**config.mk**
```make
export PLATFORM = sky130hd
export DESIGN_NAME = dpb_proj
export DESIGN_NICKNAME = d
export VERILOG_FILES = /design/src/rtl/dpb_pkg.sv /design/src/rtl/dpb_proj.sv
export SDC_FILE = /design/constraint.sdc
export NUM_CORES = 2
export LEC_CHECK = 0
export BUFFER_PORTS_ARGS = -buffer_cell sky130_fd_sc_hd__buf_2
export CAP_MARGIN = 10
export CORE_MARGIN = 4
export CORE_UTILIZATION = 55
export CTS_CLUSTER_DIAMETER = 200
export DETAILED_ROUTE_END_ITERATION = 10
export HOLD_SLACK_MARGIN = 0.06
export PLACE_DENSITY = 0.71
export SLEW_MARGIN = 25
export SYNTH_ARGS = -nofsm -noshare
export SYNTH_HDL_FRONTEND = slang
export SYNTH_SLANG_ARGS = --single-unit
```
**constraint.sdc**
```tcl
create_clock -name clk -period 23.4 [get_ports clk]
set_input_delay 3.51 -clock clk [delete_from_list [all_inputs] [get_ports clk]]
set_output_delay 3.51 -clock clk [all_outputs]
set_load 0.02 [all_outputs]
```
**src/rtl/dpb_pkg.sv**
```systemverilog
// Package for the disparity back-projection block: register map, field widths
// and the configuration struct. No dependencies.
`default_nettype none

package dpb_pkg;

  localparam int CENTER_FRAC_BITS = 4;
  localparam int FOCAL_FRAC_BITS  = 24;
  localparam int SCALE_BITS       = CENTER_FRAC_BITS + FOCAL_FRAC_BITS;

  localparam int COEF_W   = 32;
  localparam int LIMIT_W  = 20;
  localparam int RECIP_W  = 24;
  localparam int CENTER_W = 16;
  localparam int STRIDE_W = 3;
  localparam int DISP_W   = 16;
  localparam int Z_W      = 20;
  localparam int POINT_W  = 32;

  localparam int DIV_BITS_PER_STAGE = 4;

  localparam int CFG_DATA_W = 32;
  localparam int CFG_ADDR_W = 5;
  localparam int CFG_IDX_W  = 3;

  localparam logic [CFG_IDX_W-1:0] REG_DEPTH_COEF   = 3'd0;
  localparam logic [CFG_IDX_W-1:0] REG_DEPTH_LIMIT  = 3'd1;
  localparam logic [CFG_IDX_W-1:0] REG_FOCAL_X_RCP  = 3'd2;
  localparam logic [CFG_IDX_W-1:0] REG_FOCAL_Y_RCP  = 3'd3;
  localparam logic [CFG_IDX_W-1:0] REG_CENTER_X     = 3'd4;
  localparam logic [CFG_IDX_W-1:0] REG_CENTER_Y     = 3'd5;
  localparam logic [CFG_IDX_W-1:0] REG_STRIDE_SHIFT = 3'd6;

  localparam logic [LIMIT_W-1:0] DEPTH_LIMIT_RESET = 20'hFFFFF;

  typedef struct packed {
    logic [COEF_W-1:0]   depth_coefficient;
    logic [LIMIT_W-1:0]  depth_limit;
    logic [RECIP_W-1:0]  focal_x_reciprocal;
    logic [RECIP_W-1:0]  focal_y_reciprocal;
    logic [CENTER_W-1:0] center_x;
    logic [CENTER_W-1:0] center_y;
    logic [STRIDE_W-1:0] stride_shift;
  } cfg_t;

endpackage

`default_nettype wire

```
**src/rtl/dpb_proj.sv**
```systemverilog
// One axis of the back-projection: |offset| * z * reciprocal focal, rounded,
// signed and saturated over three register stages. Depends on dpb_pkg.
`default_nettype none

module dpb_proj #(
  parameter int MAG_W = 16
) (
  input  wire logic                            clk,
  input  wire logic                            ce,
  input  wire logic [MAG_W-1:0]                mag,
  input  wire logic                            neg,
  input  wire logic [dpb_pkg::Z_W-1:0]         z,
  input  wire logic [dpb_pkg::RECIP_W-1:0]     recip,
  output logic      [dpb_pkg::POINT_W-1:0]     point
);
  import dpb_pkg::*;

  localparam int PW = MAG_W + Z_W;
  localparam int H  = PW / 2;
  localparam int SW = PW + RECIP_W;
  localparam int QW = SW - SCALE_BITS;

  localparam logic [SW-1:0] ROUND = {{(SW - SCALE_BITS){1'b0}}, 1'b1,
                                     {(SCALE_BITS - 1){1'b0}}};

  logic [PW-1:0]             mz_r;
  logic                      neg1_r;
  logic [H+RECIP_W-1:0]      plo_r;
  logic [PW-H+RECIP_W-1:0]   phi_r;
  logic                      neg2_r;
  logic [SW-1:0]             sum;
  logic [QW-1:0]             q;
  logic                      big;
  logic [POINT_W-1:0]        point_nxt;
  logic [POINT_W-1:0]        point_r;

  always_ff @(posedge clk) begin
    if (ce) begin
      mz_r   <= PW'(mag) * PW'(z);
      neg1_r <= neg;
      plo_r  <= (H+RECIP_W)'(mz_r[H-1:0]) * (H+RECIP_W)'(recip);
      phi_r  <= (PW-H+RECIP_W)'(mz_r[PW-1:H]) * (PW-H+RECIP_W)'(recip);
      neg2_r <= neg1_r;
      point_r <= point_nxt;
    end
  end

  assign sum = {phi_r, {H{1'b0}}} + SW'(plo_r) + ROUND;
  assign q   = sum[SW-1:SCALE_BITS];
  assign big = |q[QW-1:POINT_W-1];

  always_comb begin
    if (neg2_r) begin
      point_nxt = big ? {1'b1, {(POINT_W-1){1'b0}}} : (~q[POINT_W-1:0] + 1'b1);
    end else begin
      point_nxt = big ? {1'b0, {(POINT_W-1){1'b1}}} : q[POINT_W-1:0];
    end
  end

  assign point = point_r;

endmodule

`default_nettype wire

```
==> metrics <==
Hold Path Stages=0; Worst Max-Slew Pin Slew=1067 ps; R2R depth=23; Resized cells post-CTS=0; CTS tree=yes; post-route setup slack=12840 ps; Root Buffer=clkbuf_16; final setup violation count=0; clock transition at the registers of the reported paths=70 ps; critical path's slowest cell=a221oi_1; highest metal used=met5; layout cells sized above 1=4.072%; postcts setup bufs=0; hold_sp=neg1_r$_DFFE_PP_; CP most frequent cell=fa_1; area delta synth->final=4.109%; Synth Cell Area=44120 sq um; RR Endpoint=phi_r[40]$_DFFE_PP_; cell count after synthesis=4916; GRT overflow=0; Setup CP Type=input pin to flop; register area share after synthesis=9.256%; number of synthesized flops with an enable pin=136; hold crit path type=flop to flop; FF-to-FF setup slack=15600 ps; Antenna Nets Post-Route=0; CTS HTree Levels=4; Placeable Area=79260 sq um; type of origin of the critical path=input pin; crit share post-route=45.11%; starting DRC count in detailed routing=1781; synth unique cells=81; first-pass GRT wire length=174900 um; Yosys reg bits=136; syn_area_per_cell=8.975 sq um; dominant synthesized flop cell=edfxtp_1; Req. time, crit path=23640 ps; Worst slew margin=28.84%; setup_tns=0 ps; CP peak stage delay=690 ps; clk buf depth=2; Yosys top cell by area=fa_1; most frequent cell after synthesis=inv_1; Max Cap Viol=0; Starting Density=55.67%; synth top area cells=fa_1 (43%), ha_1 (11%), inv_1 (10%); number of global-route vias before repair=34.39k; DR WL met3=8374 um; Yosys warning count=0; asr flop ratio synth=0%; syn_nets=6315; status=finished, final reports clean; Num Clock Sinks=136; DR pass1 iterations=5; initial antenna violation count=12; met1 WL=42360 um; NumNets Final=6224; reg2reg start=mz_r[24]$_DFFE_PP_; routability cong.=0.8844; Final Hold Vio Count=0; Die Span Y=291.2 um; critical path launch point=recip[13]; DIE WIDTH=291.2 um; critical path fanouts, max=36; top cells by count, synth=inv_1 (1184), fa_1 (952), nand2_1 (826), and2_1 (438), ha_1 (384); Met2 Wirelength=49970 um; wire length per cell=17.64 um; Synth top area share=43.19%; CTS buffer count=17; io pins=95; pin count of the biggest net entering global routing=97; clock latency at the later pin of the worst-skew pair=490 ps; pre-CTS WS=12360 ps; Worst Path Arrival=10800 ps; max frequency=94.73 MHz; via/cell ratio=5.406; fin. max-slew vios=0; WL final=104000 um; # DRC=0; Port Buffers=94; Fin Hold WS=423.3 ps; detailed placer's ending HPWL=81390 um; Final Skew=13.71 ps; DR vias=31.87k; Total Routing Usage GR=25.69%; Final min period=10560 ps; standard-cell rows=103; RSZ-0062 raised after global routing=false; CP endpoint kind=flop; Hold Buf Count CTS=0; Hold Path End=neg2_r$_DFFE_PP_; Die Area=84820 sq um
-- kinds of logic (layout without fill, tap and decap cells) --
| group | Yosys count | in the layout | synth area share (%) |
|---|---|---|---|
| simple gates | 1524 | 1524 | 16.41 |
| buf+inv | 1430 | 1352 | 12.22 |
| fa+ha+maj | 1336 | 1336 | 54.08 |
| compound gates | 364 | 364 | 5.484 |
| flops | 136 | 136 | 9.256 |
| xor+xnor | 112 | 112 | 2.223 |
| mux | 14 | 14 | 0.3176 |
| other cells | 0 | 8 | 0 |
-- worst max-delay path: cells and delay by family --
kind | cells | cell delay [ps]
AND/OR/NAND/NOR | 4 | 490
XOR/XNOR | 1 | 70
adder cells (fa/ha/maj) | 7 | 3350
buffers and inverters | 6 | 890
AO/OA/AOI/OAI | 7 | 2450
-- per-layer routing --
metal	vias to the layer above	global-route usage (%)
li1	14410	-
met2	1081	43.34
met5	-	0
met3	232	4.990
met1	16150	33.35
met4	6	8.928
-- area by class of cell --
cell class	instances	area [sq um]
Multi-Input combinational cell	3350	34650
Fill cell	6943	33320
Inverter	1184	4444
Sequential cell	136	4084
Tap cell	1050	1314
Timing Repair Buffer	136	814.5
Clock buffer	17	425.4
Clock inverter	15	181.4
Antenna cell	8	20.02
-- state kept, by name, indices dropped and copies added (netlist names) --
register and cells:
mz_r 36, neg1_r 1, neg2_r 1, phi_r 42
plo_r 24, point 32
-- cells in the final DEF (no fill, tap or decap), types with 9 or more instances in the layout --
cell       count
or2_2          9
a21oi_1      110
and2_1       438
fa_1         952
mux2i_1       14
a21o_1        43
nor3_1        31
a31oi_1       13
nand3_1       33
nor2_1        87
o21ai_0       60
buf_4         39
ha_1         384
nor2b_1       19
or3_1         10
nand2b_1      13
xor2_1        31
o21a_1        28
xnor2_1       80
a211oi_1      11
inv_1       1184
buf_2         93
edfxtp_1     136
o211ai_1       9
and3_1        20
nand4_1       13
a22oi_1       11
clkbuf_16     17
nand2_1      826
-- per-stage QoR --
stage | utilization (%) | instances | instance area [sq um]
6_report | 57.96 | 5896 | 45940
5_1_grt | 57.93 | 5888 | 45920
4_1_cts | 57.88 | 5885 | 45870
3_5_place_dp | 57.11 | 5853 | 45260
3_3_place_gp | 57.11 | 5853 | 45260
2_1_floorplan | - | 4916 | 44120
-- worst max path at each step --
| stage | slack (ps) | to | cells past startpoint |
|---|---|---|---|
| floorplan | 13130 | phi_r[40]$_DFFE_PP_ | 25 |
| global placement | 12470 | plo_r[41]$_DFFE_PP_ | 25 |
| detailed placement | 12360 | phi_r[40]$_DFFE_PP_ | 24 |
| CTS | 12900 | phi_r[40]$_DFFE_PP_ | 24 |
| global route | 12410 | plo_r[41]$_DFFE_PP_ | 25 |
| finish | 12840 | plo_r[41]$_DFFE_PP_ | 25 |
Power is not shown: default switching activity piles up to over one toggle a cycle in this logic, so the estimate is an artifact.
