[src/rtl/dpb_pkg.sv]
// Package for the disparity back-projection block: register map, field widths
// and the configuration struct. No dependencies.
`default_nettype none

package dpb_pkg;

  localparam int CENTER_FRAC_BITS = 4;
  localparam int FOCAL_FRAC_BITS  = 24;
  localparam int SCALE_BITS       = CENTER_FRAC_BITS + FOCAL_FRAC_BITS;

  localparam int COEF_W   = 32;
  localparam int LIMIT_W  = 20;
  localparam int RECIP_W  = 24;
  localparam int CENTER_W = 16;
  localparam int STRIDE_W = 3;
  localparam int DISP_W   = 16;
  localparam int Z_W      = 20;
  localparam int POINT_W  = 32;

  localparam int DIV_BITS_PER_STAGE = 4;

  localparam int CFG_DATA_W = 32;
  localparam int CFG_ADDR_W = 5;
  localparam int CFG_IDX_W  = 3;

  localparam logic [CFG_IDX_W-1:0] REG_DEPTH_COEF   = 3'd0;
  localparam logic [CFG_IDX_W-1:0] REG_DEPTH_LIMIT  = 3'd1;
  localparam logic [CFG_IDX_W-1:0] REG_FOCAL_X_RCP  = 3'd2;
  localparam logic [CFG_IDX_W-1:0] REG_FOCAL_Y_RCP  = 3'd3;
  localparam logic [CFG_IDX_W-1:0] REG_CENTER_X     = 3'd4;
  localparam logic [CFG_IDX_W-1:0] REG_CENTER_Y     = 3'd5;
  localparam logic [CFG_IDX_W-1:0] REG_STRIDE_SHIFT = 3'd6;

  localparam logic [LIMIT_W-1:0] DEPTH_LIMIT_RESET = 20'hFFFFF;

  typedef struct packed {
    logic [COEF_W-1:0]   depth_coefficient;
    logic [LIMIT_W-1:0]  depth_limit;
    logic [RECIP_W-1:0]  focal_x_reciprocal;
    logic [RECIP_W-1:0]  focal_y_reciprocal;
    logic [CENTER_W-1:0] center_x;
    logic [CENTER_W-1:0] center_y;
    logic [STRIDE_W-1:0] stride_shift;
  } cfg_t;

endpackage

`default_nettype wire

[src/rtl/dpb_div.sv]
// Pipelined restoring divider, 32-bit dividend by 16-bit divisor, with a
// side payload that travels beside the quotient. Depends on dpb_pkg.
`default_nettype none

module dpb_div #(
  parameter int PAY_W = 8
) (
  input  wire logic                          clk,
  input  wire logic                          rst_n,
  input  wire logic                          ce,
  input  wire logic                          in_valid,
  input  wire logic [dpb_pkg::COEF_W-1:0]    in_dividend,
  input  wire logic [dpb_pkg::DISP_W-1:0]    in_divisor,
  input  wire logic [PAY_W-1:0]              in_pay,
  output logic                               out_valid,
  output logic      [dpb_pkg::COEF_W-1:0]    out_quot,
  output logic      [PAY_W-1:0]              out_pay
);
  import dpb_pkg::*;

  localparam int NS = COEF_W / DIV_BITS_PER_STAGE;

  logic              vld_r [0:NS-1];
  logic [DISP_W-1:0] rem_r [0:NS-1];
  logic [COEF_W-1:0] quo_r [0:NS-1];
  logic [DISP_W-1:0] dsr_r [0:NS-1];
  logic [PAY_W-1:0]  pay_r [0:NS-1];

  for (genvar s = 0; s < NS; s++) begin : g_stage
    logic              cur_vld;
    logic [DISP_W-1:0] cur_rem;
    logic [COEF_W-1:0] cur_quo;
    logic [DISP_W-1:0] cur_dsr;
    logic [PAY_W-1:0]  cur_pay;
    logic [DISP_W-1:0] rem_nxt;
    logic [COEF_W-1:0] quo_nxt;
    logic [DISP_W:0]   trial;

    if (s == 0) begin : g_head
      assign cur_vld = in_valid;
      assign cur_rem = '0;
      assign cur_quo = in_dividend;
      assign cur_dsr = in_divisor;
      assign cur_pay = in_pay;
    end else begin : g_body
      assign cur_vld = vld_r[s-1];
      assign cur_rem = rem_r[s-1];
      assign cur_quo = quo_r[s-1];
      assign cur_dsr = dsr_r[s-1];
      assign cur_pay = pay_r[s-1];
    end

    always_comb begin
      rem_nxt = cur_rem;
      quo_nxt = cur_quo;
      trial   = '0;
      for (int k = 0; k < DIV_BITS_PER_STAGE; k++) begin
        trial   = {rem_nxt, quo_nxt[COEF_W-1]};
        quo_nxt = {quo_nxt[COEF_W-2:0], 1'b0};
        if (trial >= {1'b0, cur_dsr}) begin
          trial      = trial - {1'b0, cur_dsr};
          quo_nxt[0] = 1'b1;
        end
        rem_nxt = trial[DISP_W-1:0];
      end
    end

    always_ff @(posedge clk) begin
      if (!rst_n) begin
        vld_r[s] <= 1'b0;
      end else if (ce) begin
        vld_r[s] <= cur_vld;
      end
    end

    always_ff @(posedge clk) begin
      if (ce) begin
        rem_r[s] <= rem_nxt;
        quo_r[s] <= quo_nxt;
        dsr_r[s] <= cur_dsr;
        pay_r[s] <= cur_pay;
      end
    end
  end

  assign out_valid = vld_r[NS-1];
  assign out_quot  = quo_r[NS-1];
  assign out_pay   = pay_r[NS-1];

endmodule

`default_nettype wire

[config.mk]
export PLATFORM = sky130hd
export DESIGN_NAME = dpb_div
export DESIGN_NICKNAME = d
export VERILOG_FILES = /design/src/rtl/dpb_pkg.sv /design/src/rtl/dpb_div.sv
export SDC_FILE = /design/constraint.sdc
export NUM_CORES = 2
export LEC_CHECK = 0
export BUFFER_PORTS_ARGS = -buffer_cell sky130_fd_sc_hd__buf_4
export CORE_MARGIN = 1.5
export CORE_UTILIZATION = 35
export DETAILED_ROUTE_END_ITERATION = 10
export GPL_ROUTABILITY_DRIVEN = 0
export PLACE_DENSITY = 0.6
export SYNTH_ARGS = -nofsm -noshare
export SYNTH_HDL_FRONTEND = slang
export SYNTH_SLANG_ARGS = --single-unit
export TNS_END_PERCENT = 50
[constraint.sdc]
create_clock -name clk -period 16 [get_ports clk]
set_input_delay 1.6 -clock clk [delete_from_list [all_inputs] [get_ports clk]]
set_output_delay 1.6 -clock clk [all_outputs]
set_load 0.005 [all_outputs]
==> results.py <==
metrics = {
    "run_status": {
        "outcome": "complete, no violations",
    },
    "global_route": {
        "gr-total-overflow": 0,
        "grt_pass1_vias": 31400,
        "grt_pass1_wl_um": 170000,
        "grt.total_usage_pct": 16.66,
        "antenna_found_initial": 0,
        "grt_start_max_net_pins": 126,
    },
    "cts": {
        "cts_tree": "done",
        "path_clk_slew_ns": 0.06,
        "clock_path_buffers": 3,
        "numCtsBuffers": 71,
        "clock_latency_ns": 0.65,
        "hold_buffers": 0,
        "htreeDepth": 3,
        "cts.repair.resized": 0,
        "cts_root_buf": "clkbuf_16",
        "cts_sinks": 552,
        "postCtsSetupRepairBufs": 0,
    },
    "sta": {
        "fmax_ghz": 0.08119,
        "setup_viol": 0,
        "drv_slew": 0,
        "tightest_slew_ns": 1.184,
        "max-slew-margin-rel_pct": 19.00,
        "period_share_pct": 76.98,
        "finClkSkew_ns": 0.02978,
        "setup_tns_ns": 0,
        "grt_setup_unrepaired": "false",
        "hold_viol": 0,
        "period_needed_ns": 12.32,
    },
    "drt": {
        "num_vias": 32900,
        "drt_iter0_markers": 2277,
        "top_layer": "met4",
        "via_per_inst": 5.361,
        "wl_met1_um": 49490,
        "drc": 0,
        "ant_nets": 0,
        "met3_length_um": 4080,
        "wl_per_cell_um": 17.64,
        "wl_met2_um": 51480,
        "routed_wl_um": 108200,
        "drt-pass1-iter-count": 5,
    },
    "worst_setup_path": {
        "crit_path_max_fanout": 18,
        "cpMostUsedCell": "ha_1",
        "r2r_start": "dsr_r[2][1]$_DFFE_PP_",
        "cp.arrival_ns": 12.71,
        "start_kind": "flip-flop",
        "critical_path.endpoint_type": "flip-flop",
        "r2r_cells": 45,
        "rrSetupSlack_ns": 3.68,
        "r2r_end": "rem_r[3][14]$_DFFE_PP_",
        "critPathSlowestCell": "a211oi_4",
        "criticalPathCategory": "reg -> reg",
        "slowest_delay_ns": 0.73,
        "required_ns": 16.39,
    },
    "floorplan": {
        "num_io_pins": 101,
        "initial_core_util_pct": 35.39,
        "fp.dieArea_um2": 127700,
        "die_y_um": 357.3,
        "die_w_um": 357.3,
        "rows": 129,
        "core_um2": 124100,
    },
    "flow_run": {
        "drv_cap": 0,
    },
    "logic_synthesis": {
        "synth_top_cell_area_share_pct": 37.66,
        "syn_nets": 4906,
        "avgSynthCellArea_um2": 10.17,
        "synth_top_area_cell": "edfxtp_1",
        "synth_most_common_cell": "edfxtp_1",
        "ys_async_sr_fraction_pct": 0,
        "synthesis.area_um2": 43930,
        "ys_warn_count": 0,
        "synth-edff-count": 551,
        "synthCells": 4318,
        "seq_area_frac_synth_pct": 37.71,
        "synth_top_flop_cell": "edfxtp_1",
        "ys_ff_latch": 552,
        "yosysUniqueCellTypes": 104,
        "synth.area.top_cells": "edfxtp_1, ha_1, mux2_2",
        "ys_top_cells_by_count": "edfxtp_1, ha_1, a21oi_1",
    },
    "layout": {
        "final_nets": 5039,
        "nFillCells": 12110,
        "area_growth_syn_to_layout_pct": 11.46,
        "drive_gt1_share_pct": 11.56,
        "diodes": 0,
    },
    "place": {
        "io_buffer_count": 100,
        "hpwl_um": 83710,
    },
    "min_path": {
        "worstHoldStart": "quo_r[1][67]$_DFFE_PP_",
        "min_delay_path_depth": 0,
        "holdCritPathClass": "reg -> reg",
        "whs_endpoint": "quo_r[1][103]$_DFFE_PP_",
    },
}
-- per-layer routing --
| metal | up-vias | GRT usage, % |
|---|---|---|
| li1 | 16460 | - |
| met1 | 15620 | 21.83 |
| met2 | 648 | 28.13 |
| met3 | 167 | 2.408 |
| met4 | 0 | 5.424 |
| met5 | - | 0 |
-- cell type report --
| cell class | instances | area, um^2 | area share [%] |
|---|---|---|---|
| multi-input cells | 3385 | 25910 | 52.91 |
| repair buffers | 120 | 920.9 | 1.881 |
| clock buffers | 87 | 1901 | 3.881 |
| well taps | 1637 | 2048 | 4.183 |
| inverters | 321 | 1207 | 2.466 |
| clock inverters | 34 | 412.9 | 0.8432 |
| flip-flops and latches | 552 | 16570 | 33.83 |
-- critical path: cells and delay by family, from the launching register on --
| family | cells | cell delay (ns) |
|---|---|---|
| compound gates | 23 | 5.86 |
| fa+ha+maj | 4 | 1.15 |
| buf+inv | 4 | 0.70 |
| flops | 1 | 0.54 |
| mux | 3 | 1.25 |
| simple gates | 11 | 2.55 |
-- state kept, by name, indices dropped and copies added (netlist names) --
| register | count |
|---|---|
| vld_r | 8 |
| pay_r | 64 |
| quo_r | 256 |
| dsr_r | 112 |
| rem_r | 112 |
-- per-stage QoR --
stage                     worst slack (ns)  instances  util (%)  hold slack, ns  cell area [um^2]
after floorplan                      4.961       4318         -          0.4003             43930
after global placement               3.820       6015     37.59          0.4006             46650
after detailed placement             3.447       6015     37.59          0.4045             46650
after CTS                            3.696       6136     39.45          0.3990             48970
after global routing                 2.595       6136     39.45          0.4111             48970
final                                3.684       6136     39.45          0.4014             48970
-- layout by cell type, fill, tap and decap left out, drive strengths merged, types with 70 or more instances in the layout --
cell type	count
edfxtp	551
ha	498
a21oi	346
inv	326
nand2	270
o21ai	269
nor2	268
mux2	242
xnor2	235
buf	120
a21o	116
xor2	111
nor3	89
clkbuf	87
nor2b	82
nand4	81
o21a	70
-- how the worst max path moves through the flow --
stage                          start                      to  slack [ns]  cells after the start
2_1_floorplan        in_dividend[31]  rem_r[0][10]$_DFFE_PP_        4.96                     45
3_3_place_gp   dsr_r[2][1]$_DFFE_PP_  rem_r[3][14]$_DFFE_PP_        3.82                     45
3_5_place_dp           in_divisor[1]  rem_r[0][11]$_DFFE_PP_        3.45                     41
4_1_cts        dsr_r[2][1]$_DFFE_PP_  rem_r[3][14]$_DFFE_PP_        3.70                     45
5_1_grt        dsr_r[5][1]$_DFFE_PP_   rem_r[6][1]$_DFFE_PP_        2.60                     45
6_report       dsr_r[2][1]$_DFFE_PP_  rem_r[3][14]$_DFFE_PP_        3.68                     45
-- cells by family after synthesis --
| group | synth area share (%) |
|---|---|
| multiplexers | 7.397 |
| adder cells (fa/ha/maj) | 15.55 |
| XOR/XNOR | 6.898 |
| buffers and inverters | 3.384 |
| AND/OR/NAND/NOR | 11.91 |
| flip-flops | 37.71 |
| AO/OA/AOI/OAI | 17.16 |
Power is left out: the tool's default activity adds up to more than one toggle a clock period on the data nets, which glitch-free logic cannot reach.
