### config.mk
export PLATFORM = sky130hd
export DESIGN_NAME = dpb_cfg
export DESIGN_NICKNAME = d
export VERILOG_FILES = /design/src/rtl/dpb_pkg.sv /design/src/rtl/dpb_cfg.sv
export SDC_FILE = /design/constraint.sdc
export NUM_CORES = 1
export LEC_CHECK = 0
export BUFFER_PORTS_ARGS = -buffer_cell sky130_fd_sc_hd__buf_4
export CORE_MARGIN = 4
export CORE_UTILIZATION = 54
export CTS_CLUSTER_DIAMETER = 30
export DETAILED_ROUTE_END_ITERATION = 10
export GPL_TIMING_DRIVEN = 0
export HOLD_SLACK_MARGIN = 0.1
export PLACE_DENSITY = 0.95
export SLEW_MARGIN = 20
export SYNTH_ARGS = -nofsm -noshare
export SYNTH_HDL_FRONTEND = slang
export SYNTH_SLANG_ARGS = --single-unit
### constraint.sdc
create_clock -name clk -period 2.11 [get_ports clk]
set_clock_uncertainty 0.1 [all_clocks]
set_input_delay 0.1055 -clock clk [delete_from_list [all_inputs] [get_ports clk]]
set_output_delay 0.1055 -clock clk [all_outputs]
set_load 0.01 [all_outputs]
### src/rtl/dpb_pkg.sv
// Package for the disparity back-projection block: register map, field widths
// and the configuration struct. No dependencies.
`default_nettype none

package dpb_pkg;

  localparam int CENTER_FRAC_BITS = 4;
  localparam int FOCAL_FRAC_BITS  = 24;
  localparam int SCALE_BITS       = CENTER_FRAC_BITS + FOCAL_FRAC_BITS;

  localparam int COEF_W   = 32;
  localparam int LIMIT_W  = 20;
  localparam int RECIP_W  = 24;
  localparam int CENTER_W = 16;
  localparam int STRIDE_W = 3;
  localparam int DISP_W   = 16;
  localparam int Z_W      = 20;
  localparam int POINT_W  = 32;

  localparam int DIV_BITS_PER_STAGE = 4;

  localparam int CFG_DATA_W = 32;
  localparam int CFG_ADDR_W = 5;
  localparam int CFG_IDX_W  = 3;

  localparam logic [CFG_IDX_W-1:0] REG_DEPTH_COEF   = 3'd0;
  localparam logic [CFG_IDX_W-1:0] REG_DEPTH_LIMIT  = 3'd1;
  localparam logic [CFG_IDX_W-1:0] REG_FOCAL_X_RCP  = 3'd2;
  localparam logic [CFG_IDX_W-1:0] REG_FOCAL_Y_RCP  = 3'd3;
  localparam logic [CFG_IDX_W-1:0] REG_CENTER_X     = 3'd4;
  localparam logic [CFG_IDX_W-1:0] REG_CENTER_Y     = 3'd5;
  localparam logic [CFG_IDX_W-1:0] REG_STRIDE_SHIFT = 3'd6;

  localparam logic [LIMIT_W-1:0] DEPTH_LIMIT_RESET = 20'hFFFFF;

  typedef struct packed {
    logic [COEF_W-1:0]   depth_coefficient;
    logic [LIMIT_W-1:0]  depth_limit;
    logic [RECIP_W-1:0]  focal_x_reciprocal;
    logic [RECIP_W-1:0]  focal_y_reciprocal;
    logic [CENTER_W-1:0] center_x;
    logic [CENTER_W-1:0] center_y;
    logic [STRIDE_W-1:0] stride_shift;
  } cfg_t;

endpackage

`default_nettype wire

### src/rtl/dpb_cfg.sv
// Configuration register file behind an APB-style port.
// Depends on dpb_pkg for the register map and cfg_t.
`default_nettype none

module dpb_cfg (
  input  wire logic                           clk,
  input  wire logic                           rst_n,
  input  wire logic                           psel,
  input  wire logic                           penable,
  input  wire logic                           pwrite,
  input  wire logic [dpb_pkg::CFG_ADDR_W-1:0] paddr,
  input  wire logic [dpb_pkg::CFG_DATA_W-1:0] pwdata,
  output logic      [dpb_pkg::CFG_DATA_W-1:0] prdata,
  output logic                                pready,
  output dpb_pkg::cfg_t                       cfg
);
  import dpb_pkg::*;

  cfg_t                 cfg_r;
  cfg_t                 cfg_nxt;
  logic [CFG_IDX_W-1:0] idx;
  logic                 wr_en;

  assign idx    = paddr[CFG_ADDR_W-1:2];
  assign wr_en  = psel && penable && pwrite;
  assign pready = 1'b1;
  assign cfg    = cfg_r;

  always_comb begin
    cfg_nxt = cfg_r;
    if (wr_en) begin
      unique case (idx)
        REG_DEPTH_COEF:   cfg_nxt.depth_coefficient  = pwdata[COEF_W-1:0];
        REG_DEPTH_LIMIT:  cfg_nxt.depth_limit        = pwdata[LIMIT_W-1:0];
        REG_FOCAL_X_RCP:  cfg_nxt.focal_x_reciprocal = pwdata[RECIP_W-1:0];
        REG_FOCAL_Y_RCP:  cfg_nxt.focal_y_reciprocal = pwdata[RECIP_W-1:0];
        REG_CENTER_X:     cfg_nxt.center_x           = pwdata[CENTER_W-1:0];
        REG_CENTER_Y:     cfg_nxt.center_y           = pwdata[CENTER_W-1:0];
        REG_STRIDE_SHIFT: cfg_nxt.stride_shift       = pwdata[STRIDE_W-1:0];
        default: ;
      endcase
    end
  end

  always_ff @(posedge clk) begin
    if (!rst_n) begin
      cfg_r <= '{depth_coefficient:  '0,
                 depth_limit:        DEPTH_LIMIT_RESET,
                 focal_x_reciprocal: '0,
                 focal_y_reciprocal: '0,
                 center_x:           '0,
                 center_y:           '0,
                 stride_shift:       '0};
    end else begin
      cfg_r <= cfg_nxt;
    end
  end

  always_comb begin
    unique case (idx)
      REG_DEPTH_COEF:   prdata = CFG_DATA_W'(cfg_r.depth_coefficient);
      REG_DEPTH_LIMIT:  prdata = CFG_DATA_W'(cfg_r.depth_limit);
      REG_FOCAL_X_RCP:  prdata = CFG_DATA_W'(cfg_r.focal_x_reciprocal);
      REG_FOCAL_Y_RCP:  prdata = CFG_DATA_W'(cfg_r.focal_y_reciprocal);
      REG_CENTER_X:     prdata = CFG_DATA_W'(cfg_r.center_x);
      REG_CENTER_Y:     prdata = CFG_DATA_W'(cfg_r.center_y);
      REG_STRIDE_SHIFT: prdata = CFG_DATA_W'(cfg_r.stride_shift);
      default:          prdata = '0;
    endcase
  end

endmodule

`default_nettype wire

==> flow_summary.toml, run 1 <==
[outcome]
outcome = "complete, no violations"

[route]
drt-total-wl_um = 23600
firstDrtPassIters = 6
vias = 6251
ant_nets = 0
post_drt_via_cell_ratio = 5.98
drc_errors = 0
wl_per_cell_um = 22.6
first_iter_violations = 621

[cts]
insertion_delay_ps = 410
cts_buffers = 17
postCtsSetupRepairBufs = 0
root_buffer = "clkbuf_16"
tritoncts = "done"
cts.path.max_buffers = 2
clock_sinks = 135
cts.htree.levels = 4
path_clk_slew_ps = 60

[global_routing]
antenna_found_initial = 0
grt_pass1_vias = 6346
grt_pass1_wl_um = 35300
grt_max_degree = 17
grt.overflow.total = 0
track_usage_pct = 34.8

[floorplanning]
initial_core_util_pct = 56.4
design.core.area_mm2 = 0.0110
fp-row-count = 38
die_area_mm2 = 0.0133
io-pin-count = 210
die_w_um = 115
die_h_um = 115

[placement]
io_buffers = 204
dpl_cell_area_mm2 = 0.00793
dp_hpwl_um = 15700
place_inst = 982
gp_congestion = 0.893

[final_layout]
stdcell_area_mm2 = 0.00893
drive_above_1_share_pct = 32.3
areaGrowthSynthToFinish_pct = 43.6
seq_area_mm2 = 0.00270
largest_reg_flops = 135
multi_input_area_mm2 = 0.00327
mostFrequentLayoutCell = "buf_4"
stdcell_count = 1046
layout_common_cells = "211 x buf_4, 152 x mux2i_1, 152 x nand2_1, 135 x dfxtp_1, 42 x nor2b_1"
n_antenna_cell = 0
fill_cells = 651
layout.nets = 935

[synthesis]
synth_compound_area_share_pct = 4.53
syn_nets = 680
synth_area_per_cell_um2 = 9.75
synth_area_leaders = "dfxtp_1 43%, mux2i_1 24%, nand2_1 9.2%"
synth_seq_area_share_pct = 43.5
synthAdderAreaFrac_pct = 0
netlist_area_mm2 = 0.00622
netlist_instances = 638
synth-seq-cells = 135
netlist.area_leader.share_pct = 43.5
synth_top_family_by_area = "multiplexers"
ys_warn_count = 0
synth_xor_area_share_pct = 0
synth_mux_area_share_pct = 30.4
synth_cell_types = 28
async_reset_ff_share_pct = 0
synth-simple-area-share_pct = 17.4
synth-edff-count = 0
yosysTopAreaCell = "dfxtp_1"
synth-main-ff-cell = "dfxtp_1"

[worst_setup_path]
cp-end-kind = "output port"
worstPathRequired_ps = 1900
cp.arrival_ps = 1850
start_kind = "primary input"
cp_max_fo = 10
critPathKind = "in2out"

[flow_run]
drv_cap = 0

[sta]
post-route-period-util_pct = 97.3
period_minus_slack_ps = 2050
hold_viol = 0
max_freq_ghz = 0.487
tightest_slew_ps = 821
rsz0062_at_grt = "no"
setup_viol = 0
finalMaxSlewViolations = 0
relSlewSlack_pct = 45.3

[power]
power_per_cell_area_mw_per_mm2 = 737
peakVddDrop_mv = 0.557
p_leak_nw = 3.90

[hold_path]
hp-class = "in2reg"
[logic make-up (layout without fill, tap and decap cells)]
kind of cell | after synthesis | count (layout)
buffers and inverters | 51 | 319
AND/OR/NAND/NOR | 234 | 234
flip-flops | 135 | 135
multiplexers | 178 | 178
AO/OA/AOI/OAI | 39 | 39
other | 1 | 1
[report_power, final]
part / total (W) / switching [W] / leakage [nW] / internal (W)
clock: 0.00341 / 0.00118 / 0.326 / 0.00223
combinational: 0.000585 / 0.000332 / 2.49 / 0.000253
sequential: 0.00259 / 0.0000176 / 1.09 / 0.00257
total: 0.00658 / 0.00153 / 3.90 / 0.00505
[cells in the mapped netlist, drive strengths merged, types with 9 or more instances]
master	count
buf	25
nor2	12
mux2i	152
nor2b	42
mux2	19
clkbuf	25
nand2	152
dfxtp	135
a22oi	9
and2	13
a21oi	13
[stage by stage]
stage	utilization [%]	hold WS [ps]	setup TNS [ps]	power, W	setup slack [ps]
global route	81.0	124	0	0.00668	4.82
global placement	71.8	258	-26.7	0.00315	-26.7
detailed placement	71.8	271	0	0.00316	11.5
finish	81.0	125	0	0.00658	55.9
floorplan	-	144	0	0.00291	636
CTS	80.9	108	0	0.00653	4.20
[what timing repair did]
action,4_1_cts,5_1_grt
setup endpoints to repair,0,15
hold endpoints to repair,135,0
hold buffers,32,0
resized for setup,0,3
[final cells by class]
class / instances / area share (%)
clock buffer: 21 / 5.38
sequential: 135 / 30.3
inverter: 1 / 0.0420
multi-input combinational: 452 / 36.6
buffer: 50 / 2.87
clock inverter: 11 / 2.16
timing repair buffer: 236 / 20.7
tap: 140 / 1.96
[layer usage]
| metal | share of wire [%] | wire length, um | track usage, % |
|---|---|---|---|
| met5 | 0 | 0 | 0 |
| met4 | 3.1 | 732 | 14.8 |
| met3 | 12 | 2740 | 9.37 |
| met2 | 48 | 11300 | 59.8 |
| met1 | 37 | 8830 | 41.0 |
[worst paths after layout]
| kind | from | end | slack, ps | cells after the start |
|---|---|---|---|---|
| setup / recovery | paddr[2] | prdata[4] | 60 | 7 |
| setup reg to reg | cfg[1]$_SDFFE_PN0P_ | cfg[1]$_SDFFE_PN0P_ | 1190 | 2 |
| hold / removal | penable | cfg[61]$_SDFFE_PN0P_ | 130 | 4 |
| hold reg to reg | cfg[38]$_SDFFE_PN0P_ | cfg[38]$_SDFFE_PN0P_ | 370 | 2 |
[critical path, stage by stage]
cell	delay, ps
buf_2	250
buf_2	390
clkbuf_4	360
buf_2	300
a221oi_1	100
a21oi_1	190
buf_4	150
No activity file was read; power rests on OpenSTA's default activity.
==> run 2: changes to the inputs <==
--- a/config.mk
+++ b/config.mk
@@ -7,12 +7,12 @@
 export LEC_CHECK = 0
 export BUFFER_PORTS_ARGS = -buffer_cell sky130_fd_sc_hd__buf_4
 export CORE_MARGIN = 4
-export CORE_UTILIZATION = 54
+export CORE_UTILIZATION = 50
 export CTS_CLUSTER_DIAMETER = 30
 export DETAILED_ROUTE_END_ITERATION = 10
 export GPL_TIMING_DRIVEN = 0
 export HOLD_SLACK_MARGIN = 0.1
-export PLACE_DENSITY = 0.95
+export PLACE_DENSITY = 0.89
 export SLEW_MARGIN = 20
 export SYNTH_ARGS = -nofsm -noshare
 export SYNTH_HDL_FRONTEND = slang
==> run 2 against run 1 <==
  * Cell area grew 0.25%
  * Critical path depth is the same
  * Critical endpoint is now prdata[12]
  * Count of clock-buffer cells in the layout grew 4
  * Register-to-register slack gained 80 ps
  * Clock power shrank 9.1%
  * Wire length shrank 4.8%
  * Sequential power is essentially flat
  * Worst setup slack gained 43 ps
  * Sequential share of layout area shrank 0.076 points
  * Via count shrank 4.9%
==> flow_summary.toml, run 2 (same netlist as run 1, synthesis figures left out) <==
[worst_setup_path]
cp_top_family = "buffers and inverters"
cp-startpoint = "paddr[4]"
critPathMostFrequentCell = "buf_4"
cp.arrival_ps = 1810
worstPathRequired_ps = 1900
cp_max_fo = 10
timing.rr.start = "cfg[74]$_SDFFE_PN0P_"
critPathKind = "in2out"
cp_cell_sequence = "buf_4 > buf_2 > inv_1 > clkbuf_1 > a22oi_1 > a21oi_1 > buf_4"
cp-end-kind = "output port"
cp_slowest_cell = "clkbuf_1"
crit_buf_inv = 5
start_kind = "primary input"
crit_path_max_incr_delay_ps = 650

[final_layout]
mostFrequentLayoutCell = "buf_4"
stdcell_area_mm2 = 0.00895
n_antenna_cell = 0
multi_input_area_mm2 = 0.00327
largest_reg_flops = 135
areaGrowthSynthToFinish_pct = 44.0
layout.nets = 939
seq_area_mm2 = 0.00270
fill_cells = 877
stdcell_count = 1078
drive_above_1_share_pct = 31.9
layout_common_cells = "211 x buf_4, 152 x mux2i_1, 152 x nand2_1, 135 x dfxtp_1, 42 x nor2b_1"

[route]
drt-total-wl_um = 22500
first_iter_violations = 484
firstDrtPassIters = 6
vias = 5947
post_drt_via_cell_ratio = 5.52
ant_nets = 0
wl_per_cell_um = 20.9
drc_errors = 0

[floorplanning]
die_area_mm2 = 0.0143
design.core.area_mm2 = 0.0121
die_h_um = 120
io-pin-count = 210
die_w_um = 120
initial_core_util_pct = 51.3
fp-row-count = 40

[outcome]
outcome = "complete, no violations"

[sta]
finalMaxSlewViolations = 0
hold_viol = 0
max_freq_ghz = 0.497
tns_ps = 0
tightest_slew_ps = 875
rsz0062_at_grt = "no"
relSlewSlack_pct = 41.6
period_minus_slack_ps = 2010
post-route-period-util_pct = 95.3
setup_viol = 0

[power]
p_leak_nw = 3.90
peakVddDrop_mv = 0.520
power_per_cell_area_mw_per_mm2 = 700

[global_routing]
grt_max_degree = 17
grt.overflow.total = 0
antenna_found_initial = 0
grt_pass1_wl_um = 33500
track_usage_pct = 30.7
grt_pass1_vias = 5842

[hold_path]
hp-start = "paddr[4]"
hp-class = "in2reg"

[placement]
place_inst = 1010
dp_hpwl_um = 15500
io_buffers = 204
dpl_cell_area_mm2 = 0.00796
gp_congestion = 0.877

[cts]
cts_buffers = 17
cts.path.max_buffers = 2
postCtsSetupRepairBufs = 0
insertion_delay_ps = 420
path_clk_slew_ps = 60
root_buffer = "clkbuf_16"
tritoncts = "done"
cts.htree.levels = 4
clock_sinks = 135

[flow_run]
drv_cap = 0
[run 2: cell types whose count changed in the layout (fill, tap and decap cells not counted)]
cell	previous run	this run
bufinv_16	5	3
clkinv_4	1	0
inv_6	1	0
dlygate4sd3_1	32	36
clkbuf_8	4	5
clkbuf_1	25	28
[run 2: metrics by stage]
stage | utilization (%) | total power [W] | hold slack [ps] | setup slack [ps]
3_5_place_dp | 65.7 | 0.00315 | 269 | 67.6
6_report | 73.9 | 0.00627 | 132 | 98.5
3_3_place_gp | 65.7 | 0.00315 | 260 | 81.0
4_1_cts | 73.8 | 0.00627 | 109 | 63.6
5_1_grt | 73.9 | 0.00642 | 124 | 5.42
2_1_floorplan | - | 0.00291 | 144 | 636
[run 2: area by class of cell]
| type | instances | area share, % |
|---|---|---|
| multi-input combinational | 452 | 36.5 |
| clock buffer | 25 | 5.65 |
| clock inverter | 7 | 1.29 |
| buffer | 50 | 2.86 |
| timing repair buffer | 240 | 21.1 |
| inverter | 1 | 0.0419 |
| sequential | 135 | 30.2 |
| tap | 168 | 2.35 |
[run 2: report_power, final]
group	internal [W]	switching, W	total, W
combinational	0.000256	0.000324	0.000580
sequential	0.00257	0.0000171	0.00259
clock	0.00201	0.00109	0.00310
total	0.00484	0.00143	0.00627
[run 2: tightest hold or removal path, cell delays in order]
cell and delay (ps):
buf_4 110, or3_1 100, buf_2 190, mux2i_1 90
[run 2: final timing paths]
path	end	slack, ps	cells past startpoint
hold / removal	cfg[117]$_SDFFE_PN0P_	130	4
setup reg to reg	cfg[74]$_SDFFE_PN0P_	1270	2
setup / recovery	prdata[12]	100	7
hold reg to reg	cfg[73]$_SDFFE_PN0P_	370	2
[run 2: layer usage]
metal  vias up  global-route usage [%]  share of wire, %
li1       2723                       -                 -
met3        52                    9.05               9.1
met5         -                       0                 0
met2       338                    51.2                48
met4         0                    12.0               2.7
met1      2834                    37.2                40
[run 2: timing repair]
| item | CTS | global route |
|---|---|---|
| hold buffers | 36 | 0 |
| endpoints found under the hold margin | 135 | 0 |
| setup endpoints to repair | 0 | 16 |
| gates resized for setup | 0 | 3 |
